## src/jse_pkg.sv

```systemverilog
`default_nettype none
// ----------------------------------------------------------------------------
// JSON string escaper package
// Shared request codes, queue entry type and escape character helpers.
// ----------------------------------------------------------------------------
package jse_pkg;

    // Request codes on the input channel.
    localparam logic [1:0] REQ_BEGIN = 2'd0;
    localparam logic [1:0] REQ_DATA  = 2'd1;
    localparam logic [1:0] REQ_END   = 2'd2;

    // Largest byte that still needs escaping as a control character.
    localparam logic [7:0] CTRL_MAX = 8'h1f;

    // Depth of the queue between front and back.
    localparam int unsigned QUEUE_DEPTH = 4;
    localparam int unsigned QUEUE_AW    = $clog2(QUEUE_DEPTH);

    // Characters used in the output text.
    localparam logic [7:0] CH_QUOTE  = 8'h22;
    localparam logic [7:0] CH_BSLASH = 8'h5c;
    localparam logic [7:0] CH_U      = 8'h75;
    localparam logic [7:0] CH_ZERO   = 8'h30;

    // Shape of the output run that one item causes.
    typedef enum logic [1:0] {
        KIND_LIT  = 2'd0,   // one byte, sent as it is
        KIND_PAIR = 2'd1,   // backslash followed by one character
        KIND_UNI  = 2'd2    // backslash, u, two zeros and two hex digits
    } t_kind;

    // One classified item as held in the queue.
    typedef struct packed {
        t_kind      kind;
        logic [7:0] arg;
    } t_entry;

    // Queue status seen by the front and the back.
    typedef struct packed {
        logic full;
        logic empty;
    } t_queue_status;

    // Lowercase hex digit for a nibble.
    function automatic logic [7:0] hex_char(input logic [3:0] nib);
        logic [7:0] c;
        if (nib < 4'd10) begin
            c = CH_ZERO + {4'd0, nib};
        end else begin
            c = 8'h57 + {4'd0, nib};
        end
        return c;
    endfunction

    // Index of the last byte in the run for a given kind.
    function automatic logic [2:0] last_pos(input t_kind kind);
        logic [2:0] p;
        unique case (kind)
            KIND_LIT:  p = 3'd0;
            KIND_PAIR: p = 3'd1;
            KIND_UNI:  p = 3'd5;
            default:   p = 3'd0;
        endcase
        return p;
    endfunction

    // Byte at a given position of the run.
    function automatic logic [7:0] run_char(input t_entry e, input logic [2:0] pos);
        logic [7:0] c;
        c = e.arg;
        unique case (e.kind)
            KIND_LIT: begin
                c = e.arg;
            end
            KIND_PAIR: begin
                c = (pos == 3'd0) ? CH_BSLASH : e.arg;
            end
            KIND_UNI: begin
                case (pos)
                    3'd0:    c = CH_BSLASH;
                    3'd1:    c = CH_U;
                    3'd2:    c = CH_ZERO;
                    3'd3:    c = CH_ZERO;
                    3'd4:    c = hex_char(e.arg[7:4]);
                    default: c = hex_char(e.arg[3:0]);
                endcase
            end
            default: begin
                c = e.arg;
            end
        endcase
        return c;
    endfunction

endpackage
`default_nettype wire

```

## src/jse_queue.sv

```systemverilog
`default_nettype none
// ----------------------------------------------------------------------------
// Escaper item queue
// Short first-word-fall-through queue between the classifier and the expander.
// ----------------------------------------------------------------------------
module jse_queue
    import jse_pkg::*;
(
    input  wire logic          i_clk,
    input  wire logic          i_rst_n,
    input  wire logic          i_push,
    input  wire t_entry        i_entry,
    input  wire logic          i_pop,
    output t_entry             o_head,
    output t_queue_status      o_status
);

    t_entry                r_mem [QUEUE_DEPTH];
    logic [QUEUE_AW-1:0]   r_wr_ptr;
    logic [QUEUE_AW-1:0]   r_rd_ptr;
    logic [QUEUE_AW:0]     r_count;
    logic                  w_do_push;
    logic                  w_do_pop;

    assign o_status.full  = (r_count == QUEUE_AW'(0) + (QUEUE_AW+1)'(QUEUE_DEPTH));
    assign o_status.empty = (r_count == '0);
    assign w_do_push      = i_push && !o_status.full;
    assign w_do_pop       = i_pop && !o_status.empty;
    assign o_head         = r_mem[r_rd_ptr];

    // Storage is written at the tail only.
    always_ff @(posedge i_clk) begin
        if (w_do_push) begin
            r_mem[r_wr_ptr] <= i_entry;
        end
    end

    // Pointers and fill count.
    always_ff @(posedge i_clk) begin
        if (!i_rst_n) begin
            r_wr_ptr <= '0;
            r_rd_ptr <= '0;
            r_count  <= '0;
        end else begin
            if (w_do_push) begin
                r_wr_ptr <= r_wr_ptr + QUEUE_AW'(1);
            end
            if (w_do_pop) begin
                r_rd_ptr <= r_rd_ptr + QUEUE_AW'(1);
            end
            case ({w_do_push, w_do_pop})
                2'b10:   r_count <= r_count + (QUEUE_AW+1)'(1);
                2'b01:   r_count <= r_count - (QUEUE_AW+1)'(1);
                default: r_count <= r_count;
            endcase
        end
    end

endmodule
`default_nettype wire

```

## src/jse_classify.sv

```systemverilog
`default_nettype none
// ----------------------------------------------------------------------------
// Escaper front end
// Accepts input items and sorts each into the shape of its output run.
// ----------------------------------------------------------------------------
module jse_classify
    import jse_pkg::*;
(
    input  wire logic          i_valid,
    output      logic          o_stall,
    input  wire logic [1:0]    i_req_type,
    input  wire logic [7:0]    i_data_byte,
    input  wire t_queue_status i_status,
    output      logic          o_push,
    output t_entry             o_entry
);

    logic w_known;

    // The front stalls only when the queue has no room.
    assign o_stall = i_status.full;

    // Unused request codes are taken and dropped.
    assign w_known = (i_req_type == REQ_BEGIN) || (i_req_type == REQ_DATA) ||
                     (i_req_type == REQ_END);
    assign o_push  = i_valid && !i_status.full && w_known;

    // Classify the byte into its escape form.
    always_comb begin
        o_entry.kind = KIND_LIT;
        o_entry.arg  = i_data_byte;
        if (i_req_type != REQ_DATA) begin
            o_entry.arg = CH_QUOTE;
        end else begin
            case (i_data_byte)
                CH_BSLASH, CH_QUOTE: o_entry.kind = KIND_PAIR;
                8'h08: begin
                    o_entry.kind = KIND_PAIR;
                    o_entry.arg  = 8'h62;   // b
                end
                8'h09: begin
                    o_entry.kind = KIND_PAIR;
                    o_entry.arg  = 8'h74;   // t
                end
                8'h0a: begin
                    o_entry.kind = KIND_PAIR;
                    o_entry.arg  = 8'h6e;   // n
                end
                8'h0c: begin
                    o_entry.kind = KIND_PAIR;
                    o_entry.arg  = 8'h66;   // f
                end
                8'h0d: begin
                    o_entry.kind = KIND_PAIR;
                    o_entry.arg  = 8'h72;   // r
                end
                default: begin
                    if (i_data_byte <= CTRL_MAX) begin
                        o_entry.kind = KIND_UNI;
                    end
                end
            endcase
        end
    end

endmodule
`default_nettype wire

```

## src/jse_expand.sv

```systemverilog
`default_nettype none
// ----------------------------------------------------------------------------
// Escaper back end
// Walks each queued item through its output run into the output register.
// ----------------------------------------------------------------------------
module jse_expand
    import jse_pkg::*;
(
    input  wire logic          i_clk,
    input  wire logic          i_rst_n,
    input  wire t_entry        i_head,
    input  wire t_queue_status i_status,
    output      logic          o_pop,
    output      logic          o_valid,
    input  wire logic          i_stall,
    output      logic [7:0]    o_out_byte,
    output      logic          o_last_of_run,
    output      logic [2:0]    o_pos
);

    logic [2:0] r_pos;
    logic       r_valid;
    logic [7:0] r_byte;
    logic       r_last;
    logic       w_load;
    logic       w_last;

    // The output register takes a new byte when it is empty or being taken.
    assign w_load = !r_valid || !i_stall;
    assign w_last = (r_pos == last_pos(i_head.kind));
    assign o_pop  = w_load && !i_status.empty && w_last;

    // Run position counter.
    always_ff @(posedge i_clk) begin
        if (!i_rst_n) begin
            r_pos <= '0;
        end else if (w_load && !i_status.empty) begin
            r_pos <= w_last ? 3'd0 : r_pos + 3'd1;
        end
    end

    // Output register control.
    always_ff @(posedge i_clk) begin
        if (!i_rst_n) begin
            r_valid <= 1'b0;
        end else if (w_load) begin
            r_valid <= !i_status.empty;
        end
    end

    // Output register payload.
    always_ff @(posedge i_clk) begin
        if (w_load && !i_status.empty) begin
            r_byte <= run_char(i_head, r_pos);
            r_last <= w_last;
        end
    end

    assign o_valid       = r_valid;
    assign o_out_byte    = r_byte;
    assign o_last_of_run = r_last;
    assign o_pos         = r_pos;

endmodule
`default_nettype wire

```

## src/json_string_escaper.sv

```systemverilog
`default_nettype none
// ----------------------------------------------------------------------------
// JSON string escaper
// Turns begin, data and end items into the bytes of an escaped JSON string.
// ----------------------------------------------------------------------------
// Usage:
// The input channel (i_valid, o_stall, i_req_type, i_data_byte) takes one
// item per cycle while o_stall is low. A begin or end item gives a double
// quote, a data item gives its escaped form of one, two or six bytes, and
// request code three is taken and gives nothing.
// The output channel (o_valid, i_stall, o_out_byte, o_last_of_run) gives one
// byte per cycle while i_stall is low; o_last_of_run marks the last byte of
// each item's run. With the queue empty, an accepted item is first written
// into the queue and its first byte is then loaded from the queue head into
// the output register. Throughput is one output byte per cycle while i_stall
// is low, set by the expander walking one run position each cycle; items of
// one byte each therefore flow at one per cycle, and a six-byte escape holds
// the expander until its last byte is loaded while the four-entry queue keeps
// taking items. When the receiver stalls, the output byte holds and the queue
// fills; once it is full o_stall rises. Synchronous reset empties the queue
// and the output register and clears the run position.
// ----------------------------------------------------------------------------
module json_string_escaper
    import jse_pkg::*;
(
    input  wire logic          i_clk,
    input  wire logic          i_rst_n,
    input  wire logic          i_valid,
    output      logic          o_stall,
    input  wire logic [1:0]    i_req_type,
    input  wire logic [7:0]    i_data_byte,
    output      logic          o_valid,
    input  wire logic          i_stall,
    output      logic [7:0]    o_out_byte,
    output      logic          o_last_of_run
);

    t_entry        w_entry;
    t_entry        w_head;
    t_queue_status w_status;
    logic          w_push;
    logic          w_pop;
    logic [2:0]    w_pos;

    // Front end: accept and classify.
    jse_classify u_classify (
        .i_valid     (i_valid),
        .o_stall     (o_stall),
        .i_req_type  (i_req_type),
        .i_data_byte (i_data_byte),
        .i_status    (w_status),
        .o_push      (w_push),
        .o_entry     (w_entry)
    );

    // Queue between the two halves.
    jse_queue u_queue (
        .i_clk    (i_clk),
        .i_rst_n  (i_rst_n),
        .i_push   (w_push),
        .i_entry  (w_entry),
        .i_pop    (w_pop),
        .o_head   (w_head),
        .o_status (w_status)
    );

    // Back end: expand into output bytes.
    jse_expand u_expand (
        .i_clk         (i_clk),
        .i_rst_n       (i_rst_n),
        .i_head        (w_head),
        .i_status      (w_status),
        .o_pop         (w_pop),
        .o_valid       (o_valid),
        .i_stall       (i_stall),
        .o_out_byte    (o_out_byte),
        .o_last_of_run (o_last_of_run),
        .o_pos         (w_pos)
    );

    // A pushed item leaves the queue non-empty on the next cycle.
    a_push_fills: assert property (@(posedge i_clk) disable iff (!i_rst_n)
        w_push |=> !w_status.empty)
        else $error("queue empty after an item was pushed");

    // The run position never passes the longest escape.
    a_pos_range: assert property (@(posedge i_clk) disable iff (!i_rst_n)
        w_pos <= 3'd5)
        else $error("run position out of range");

    // A run in progress always has its item at the queue head.
    a_run_has_item: assert property (@(posedge i_clk) disable iff (!i_rst_n)
        w_pos != 3'd0 |-> !w_status.empty)
        else $error("run in progress with an empty queue");

    // Reset leaves the output channel idle.
    a_reset_idle: assert property (@(posedge i_clk)
        !$past(i_rst_n) |-> !o_valid)
        else $error("output valid straight after reset");

endmodule
`default_nettype wire
```

## config.mk

```make
export PLATFORM = sky130hd
export DESIGN_NAME = json_string_escaper
export DESIGN_NICKNAME = d
export VERILOG_FILES = /design/src/jse_pkg.sv /design/src/jse_queue.sv /design/src/jse_classify.sv /design/src/jse_expand.sv /design/src/json_string_escaper.sv
export SDC_FILE = /design/constraint.sdc
export NUM_CORES = 1
export LEC_CHECK = 0
export ABC_AREA = 1
export BUFFER_PORTS_ARGS = -buffer_cell sky130_fd_sc_hd__buf_2
export CAP_MARGIN = 20
export CORE_UTILIZATION = 50
export CTS_BUF_LIST = sky130_fd_sc_hd__clkbuf_16
export CTS_CLUSTER_SIZE = 40
export DETAILED_ROUTE_END_ITERATION = 10
export PLACE_DENSITY = 0.64
export REMOVE_ABC_BUFFERS = 1
export SLEW_MARGIN = 20
export SYNTH_ARGS = -nofsm -noshare
export SYNTH_HDL_FRONTEND = slang
export SYNTH_SLANG_ARGS = --single-unit
```

## constraint.sdc

```tcl
create_clock -name i_clk -period 4.06 [get_ports i_clk]
set_input_delay 0.406 -clock i_clk [delete_from_list [all_inputs] [get_ports i_clk]]
set_output_delay 0.406 -clock i_clk [all_outputs]
set_load 0.1 [all_outputs]
```

==> results of run 1 <==
==> logic make-up after synthesis <==
| logic type | share of synthesized area [%] |
|---|---|
| buf+inv | 8.327 |
| fa+ha+maj | 5.342 |
| compound gates | 9.466 |
| simple gates | 22.51 |
| flops | 54.36 |
==> cell type report <==
class | count | area [sq um] | share of cell area (%)
Sequential cell | 62 | 1732 | 47.82
Inverter | 54 | 205.2 | 5.667
Tap cell | 75 | 93.84 | 2.592
Timing Repair Buffer | 24 | 120.1 | 3.317
Clock inverter | 7 | 56.30 | 1.555
Clock buffer | 9 | 225.2 | 6.220
Multi-Input combinational cell | 230 | 1189 | 32.83
==> metal layers <==
layer / GRT usage [%] / wire (um) / up-vias
li1: - / - / 1228
met1: 27.42 / 2900 / 1076
met2: 34.13 / 2955 / 58
met3: 4.889 / 255 / 9
met4: 7.544 / 87 / 0
met5: 0 / 0 / -
==> through the flow <==
step,std cells,worst slack (ps),power [mW],utilization (%)
after global placement,445,756.0,2.094,55.42
after detailed placement,445,643.3,2.114,55.42
after CTS,461,616.0,2.826,60.09
final,461,613.9,2.813,60.09
after global routing,461,278.4,2.982,60.09
after floorplan,346,1048,1.893,-
==> worst max-delay path: cells and delay by family (launching register included) <==
| family | cells | cell delay, ps |
|---|---|---|
| flops | 1 | 510 |
| simple gates | 5 | 630 |
| compound gates | 5 | 720 |
| fa+ha+maj | 3 | 980 |
| buf+inv | 3 | 490 |
==> path summary, 6_finish.rpt <==
| kind | startpoint | to | slack (ps) | cells past startpoint |
|---|---|---|---|---|
| max reg2reg | register | u_queue.r_count[2] | 610 | 16 |
| min reg2reg | u_queue.r_count[2] | u_queue.r_count[2] | 500 | 2 |
| max | register | u_queue.r_count[2] | 610 | 16 |
| min | i_rst_n | u_expand.o_valid | 400 | 3 |
==> state kept, by name (all words and copies together), names as in the netlist, named ones only <==
name	count
u_queue.r_mem	40
u_expand.o_out_byte	8
u_expand.o_pos	3
u_queue.r_count	3
u_queue.r_rd_ptr	2
u_queue.r_wr_ptr	2
u_expand.o_last_of_run	1
u_expand.o_valid	1
==> synthesized netlist by cell type (all sizes together) <==
cell    instances
fa              1
inv            54
a211oi          1
o21ai          20
a22oi           1
nand3          32
nand2          93
buf             6
edfxtp         49
nor3            3
nor3b           1
a21oi          21
a41oi           1
a31oi           2
nor2           32
ha             12
dfxtp          13
o21a            2
a32oi           2
o31ai           1
a21boi          1
and2            1
nand4           3
==> power groups by stage <==
stage / Sequential, mW / Clock (mW) / Combinational, mW
finish: 0.911 / 0.710 / 1.19
global route: 0.927 / 0.739 / 1.32
CTS: 0.913 / 0.718 / 1.20
detailed placement: 0.924 / 0 / 1.19
global placement: 0.920 / 0 / 1.17
floorplan: 1.29 / 0 / 0.602
==> results.yml, run 1 <==
logic_synthesis:
  yosys_warnings: 0
  syn-mean-instance-area_sq_um: 9.050
  synth_top_area_cell: "edfxtp_1"
  yosysSeqAreaShare_pct: 54.36
  synth_area_sq_mm: 0.003186
  synth_area_leaders: "edfxtp_1 46%, nand2_1 10%, dfxtp_1 8.2%, inv_1 5.8%, ha_1 4.7%"
  ys_ff_latch: 62
  yosysTopAreaCellShare_pct: 46.19
  netlist_instances: 352
  ys_types: 31
timing:
  setup_viol: 0
  hold-worst-slack_ps: 399.5
  tightest_slew_ps: 948.4
  fin_crit_sh_pct: 84.88
  skew_ps: 5.643
  max_freq_ghz: 0.2902
  tns_ps: 0
  final-hold-violation-count: 0
  fin_crit_ps: 3446
  rsz0062_at_grt: "no"
  maxSlewHeadroom_pct: 36.54
  drv_slew: 0
final_layout:
  drive_gt1_share_pct: 15.03
  nNetsFinal: 408
  mostFrequentLayoutCells: "85 x nand2_1, 50 x inv_1, 49 x edfxtp_1"
  final_cell_area_sq_mm: 0.003621
  insertedDiodeCount: 0
  mostFrequentLayoutCell: "nand2_1"
  syn_to_final_growth_pct: 13.67
  fill_cells: 519
detailed_routing:
  viasPerCell: 5.143
  drcViolationCount: 0
  drtPass1Iterations: 4
  vias: 2371
  first_iter_violations: 121
  wire_per_inst_um: 13.44
  ant_nets: 0
  routed_wl_mm: 6.198
setup_path:
  crit_fanout: 21
  critical_path.cell_chain: "inv_2 -> nand2_1 -> a32oi_1 -> inv_1 -> ha_1 -> nor2_1 -> nor3b_2 -> nand3_1 -> nor2_2 -> ha_1 -> inv_1 -> fa_1 -> a21oi_1 -> o21ai_0 -> o21ai_0 -> a21oi_1"
  cpMaxStageDelayCell: "dfxtp_1"
  worstSetupPathType: "reg -> reg"
  endpoint_kind: "register"
  crit_required_ps: 4260
  max_stage_delay_ps: 510
  start_kind: "register"
  arrival_ps: 3650
global_routing:
  grt_pass1_wl_mm: 10.32
  grt_overflow: 0
  grt_pass1_vias: 2244
  grtUsageTotal_pct: 21.02
  antenna_found_initial: 0
  grt_max_degree: 22
power_and_ir_drop:
  p_int_mw: 1.581
  p_leak_nw: 1.542
  p_seq_share_pct: 32.4
  power_density_mw_per_mm2: 776.9
  p_sw_share_pct: 43.79
  p_sw_mw: 1.232
  ir_drop_uv: 704.8
  clkPwrFrac_pct: 25.2
  p_comb_share_pct: 42.4
clock_tree:
  cts-root-buf: "clkbuf_16"
  cts_max_level: 3
  clockBufferDepth: 2
  clk_pin_slew_ps: 50
  cts_made_buffers: 9
  cts_sinks: 62
  insertion_delay_ps: 320
  cts_tree: "yes"
  cts_resized: 0
  hold_buffers: 0
  post-cts-setup-buffer-count: 0
place:
  dp_hpwl_mm: 4.681
  dpl_cell_area_sq_mm: 0.003339
  portBuffers: 24
  place_congestion: 0.9410
job:
  cap_violations: 0
floorplan:
  die_w_um: 81.82
  dieArea_sq_mm: 0.006695
  core_area_sq_mm: 0.006026
  io_pins: 25
  rows: 28
  initial_core_util_pct: 52.87
  die_h_um: 81.82
min_path:
  hold_path.class: "in -> reg"
run_status:
  status: "complete, no violations"
Note: power is estimated with default switching activity, not from simulation.
==> run 2: changes to the inputs <==
ABC_AREA = 0   (was 1)
PLACE_DENSITY = 0.65   (was 0.64)
clock period = 3.3 ns   (was 4.06 ns; I/O delays follow)
==> run 2 against run 1 <==
Clock skew increased by 0.87 ps. Combinational power increased by 8%. Worst setup slack got worse by 390 ps. Register-to-register slack got worse by 390 ps. Die area decreased by 4.1%. Total power increased by 22%. Critical path depth decreased by 4. Wire length decreased by 9.8%. Sequential share of layout area increased by 0.13 points.
==> results.yml, run 2 <==
run_status:
  status: "complete, no violations"
detailed_routing:
  ant_nets: 0
  drcViolationCount: 0
  viasPerCell: 5.519
  first_iter_violations: 73
  routed_wl_mm: 5.589
  vias: 1987
  wire_per_inst_um: 15.53
  drtPass1Iterations: 4
final_layout:
  final_cell_area_sq_mm: 0.003613
  drive_gt1_share_pct: 18.95
  fin_util_pct: 61.03
  mostFrequentLayoutCell: "edfxtp_1"
  insertedDiodeCount: 0
  nNetsFinal: 307
  syn_to_final_growth_pct: 18.41
  mostFrequentLayoutCells: "49 x edfxtp_1, 24 x buf_2, 21 x inv_1"
  largest_reg_flops: 40
  top_register: "u_queue.r_mem"
global_routing:
  grt_pass1_wl_mm: 9.439
  grt_max_degree: 16
  antenna_found_initial: 0
  grt_overflow: 0
  grt_pass1_vias: 1922
  grtUsageTotal_pct: 20.36
logic_synthesis:
  yosys_warnings: 0
  yosysTopAreaCellShare_pct: 48.22
  synthTopCellsByCount: "49 x edfxtp_1, 20 x inv_1, 15 x nand2_1"
  yosysSeqAreaShare_pct: 56.74
  syn-mean-instance-area_sq_um: 12.41
  ys_ff_latch: 62
  synth-edff-count: 49
  yosysMostFrequentCell: "edfxtp_1"
  synth_area_leaders: "edfxtp_1 48%, dfxtp_1 8.5%, ha_1 4.9%, mux4_1 4.3%, mux4_2 3.0%"
  ys_types: 46
  synth-async-reset-ratio_pct: 0
  synth_ff_type: "edfxtp_1"
  synth_top_area_cell: "edfxtp_1"
  synth_area_sq_mm: 0.003052
  netlist_instances: 246
timing:
  rsz0062_at_grt: "no"
  fin_crit_ps: 3075
  setup_viol: 0
  maxSlewHeadroom_pct: 63.92
  tns_ps: 0
  tightest_slew_ps: 541.1
  worst_slack_ps: 224.6
  skew_ps: 6.516
  max_freq_ghz: 0.3252
  final-hold-violation-count: 0
  drv_slew: 0
  fin_crit_sh_pct: 93.19
floorplan:
  io_pins: 25
  die_h_um: 80.13
  die_w_um: 80.13
  core_area_sq_mm: 0.005921
  rows: 28
  initial_core_util_pct: 51.54
  dieArea_sq_mm: 0.006420
place:
  portBuffers: 24
  dp_hpwl_mm: 3.827
  dp_slack_ps: 68.89
  place_congestion: 0.8418
  dpl_cell_area_sq_mm: 0.003276
clock_tree:
  cts_made_buffers: 9
  cts_tree: "yes"
  insertion_delay_ps: 330
  cts_sinks: 62
  cts_max_level: 3
  clockBufferDepth: 2
  clk_pin_slew_ps: 60
  hold_buffers: 0
  cts-root-buf: "clkbuf_16"
min_path:
  hold_path.class: "in -> reg"
setup_path:
  r2r_slack_ps: 220
  worstSetupPathType: "reg -> reg"
  max_stage_delay_ps: 530
  cpMaxStageDelayCell: "mux4_2"
  critical_path.cell_chain: "mux4_2 -> inv_1 -> ha_1 -> xnor2_1 -> nor3_2 -> and2_1 -> ha_1 -> inv_1 -> fa_1 -> xor2_1 -> or3_1 -> a21boi_0"
  endpoint_kind: "register"
  start_kind: "register"
  crit_required_ps: 3560
  arrival_ps: 3330
  crit_fanout: 4
power_and_ir_drop:
  p_leak_nw: 1.362
  ir_drop_uv: 638.6
  power_density_mw_per_mm2: 948.1
job:
  cap_violations: 0
==> run 2: cell types whose count changed after synthesis, sizes merged, moves of 11 or more <==
cell   change
nand2     -78
nand3     -29
inv       -34
and2      +12
nor2b     +11
nor2      -18
==> run 2: routing by layer <==
metal,GRT usage (%),vias up,part of all wire (%)
met5,0,-,0
met1,26.28,942,48
met3,4.205,18,3.7
met4,12.32,0,2.8
li1,-,980,-
met2,31.54,47,45
==> run 2: through the flow <==
step	cells	hold slack [ps]	power (mW)
CTS	360	261.5	3.433
finish	360	270.9	3.426
global placement	344	461.0	2.339
floorplan	239	451.7	2.108
global route	360	327.1	3.596
detailed placement	344	483.5	2.357
==> run 2: what timing repair did <==
action | 4_1_cts | 5_1_grt
gates resized for setup | 0 | 4
setup buffers | 0 | 0
setup endpoints to repair | 0 | 1
==> run 2: final cells by class <==
class,instances,area [sq um]
inverters,20,75.07
flip-flops and latches,62,1733
multi-input cells,157,1207
fillers,492,2307
clock buffers,9,225.2
repair buffers,30,165.2
clock inverters,7,113.9
well taps,75,93.84
==> run 2: cell families (layout without fill, tap and decap cells) <==
kind of cell / Yosys count / after routing / share of synthesized area (%)
AND/OR/NAND/NOR: 76 / 76 / 13.12
flip-flops: 62 / 62 / 56.74
AO/OA/AOI/OAI: 47 / 47 / 10.05
buffers and inverters: 27 / 66 / 3.608
multiplexers: 14 / 14 / 8.897
adder cells (fa/ha/maj): 13 / 13 / 5.576
XOR/XNOR: 7 / 7 / 2.009
==> run 2: path summary, 6_finish.rpt <==
kind	startpoint	end	cells after the start
worst max register to register	register	u_queue.r_count[2]	12
worst min register to register	u_expand.o_valid	u_expand.o_valid	2
worst min-delay path	i_stall	u_expand.o_valid	3
worst max-delay path	register	u_queue.r_count[2]	12
==> run 2: critical path, delay by kind of cell, from the launching register on <==
| kind | cells | cell delay, ps |
|---|---|---|
| AOI/OAI and AO/OA | 1 | 160 |
| xor gates and xnor gates | 2 | 310 |
| adders and majority gates | 3 | 840 |
| buffers and inverters | 2 | 140 |
| DFF | 1 | 380 |
| muxes | 1 | 530 |
| and+or+nand+nor | 3 | 640 |
==> run 2: where the power goes <==
| part | switching (mW) | internal, mW | total, mW |
|---|---|---|---|
| logic | 0.953 | 0.325 | 1.28 |
| clock network | 0.334 | 0.732 | 1.07 |
| registers | 0.0577 | 1.02 | 1.08 |
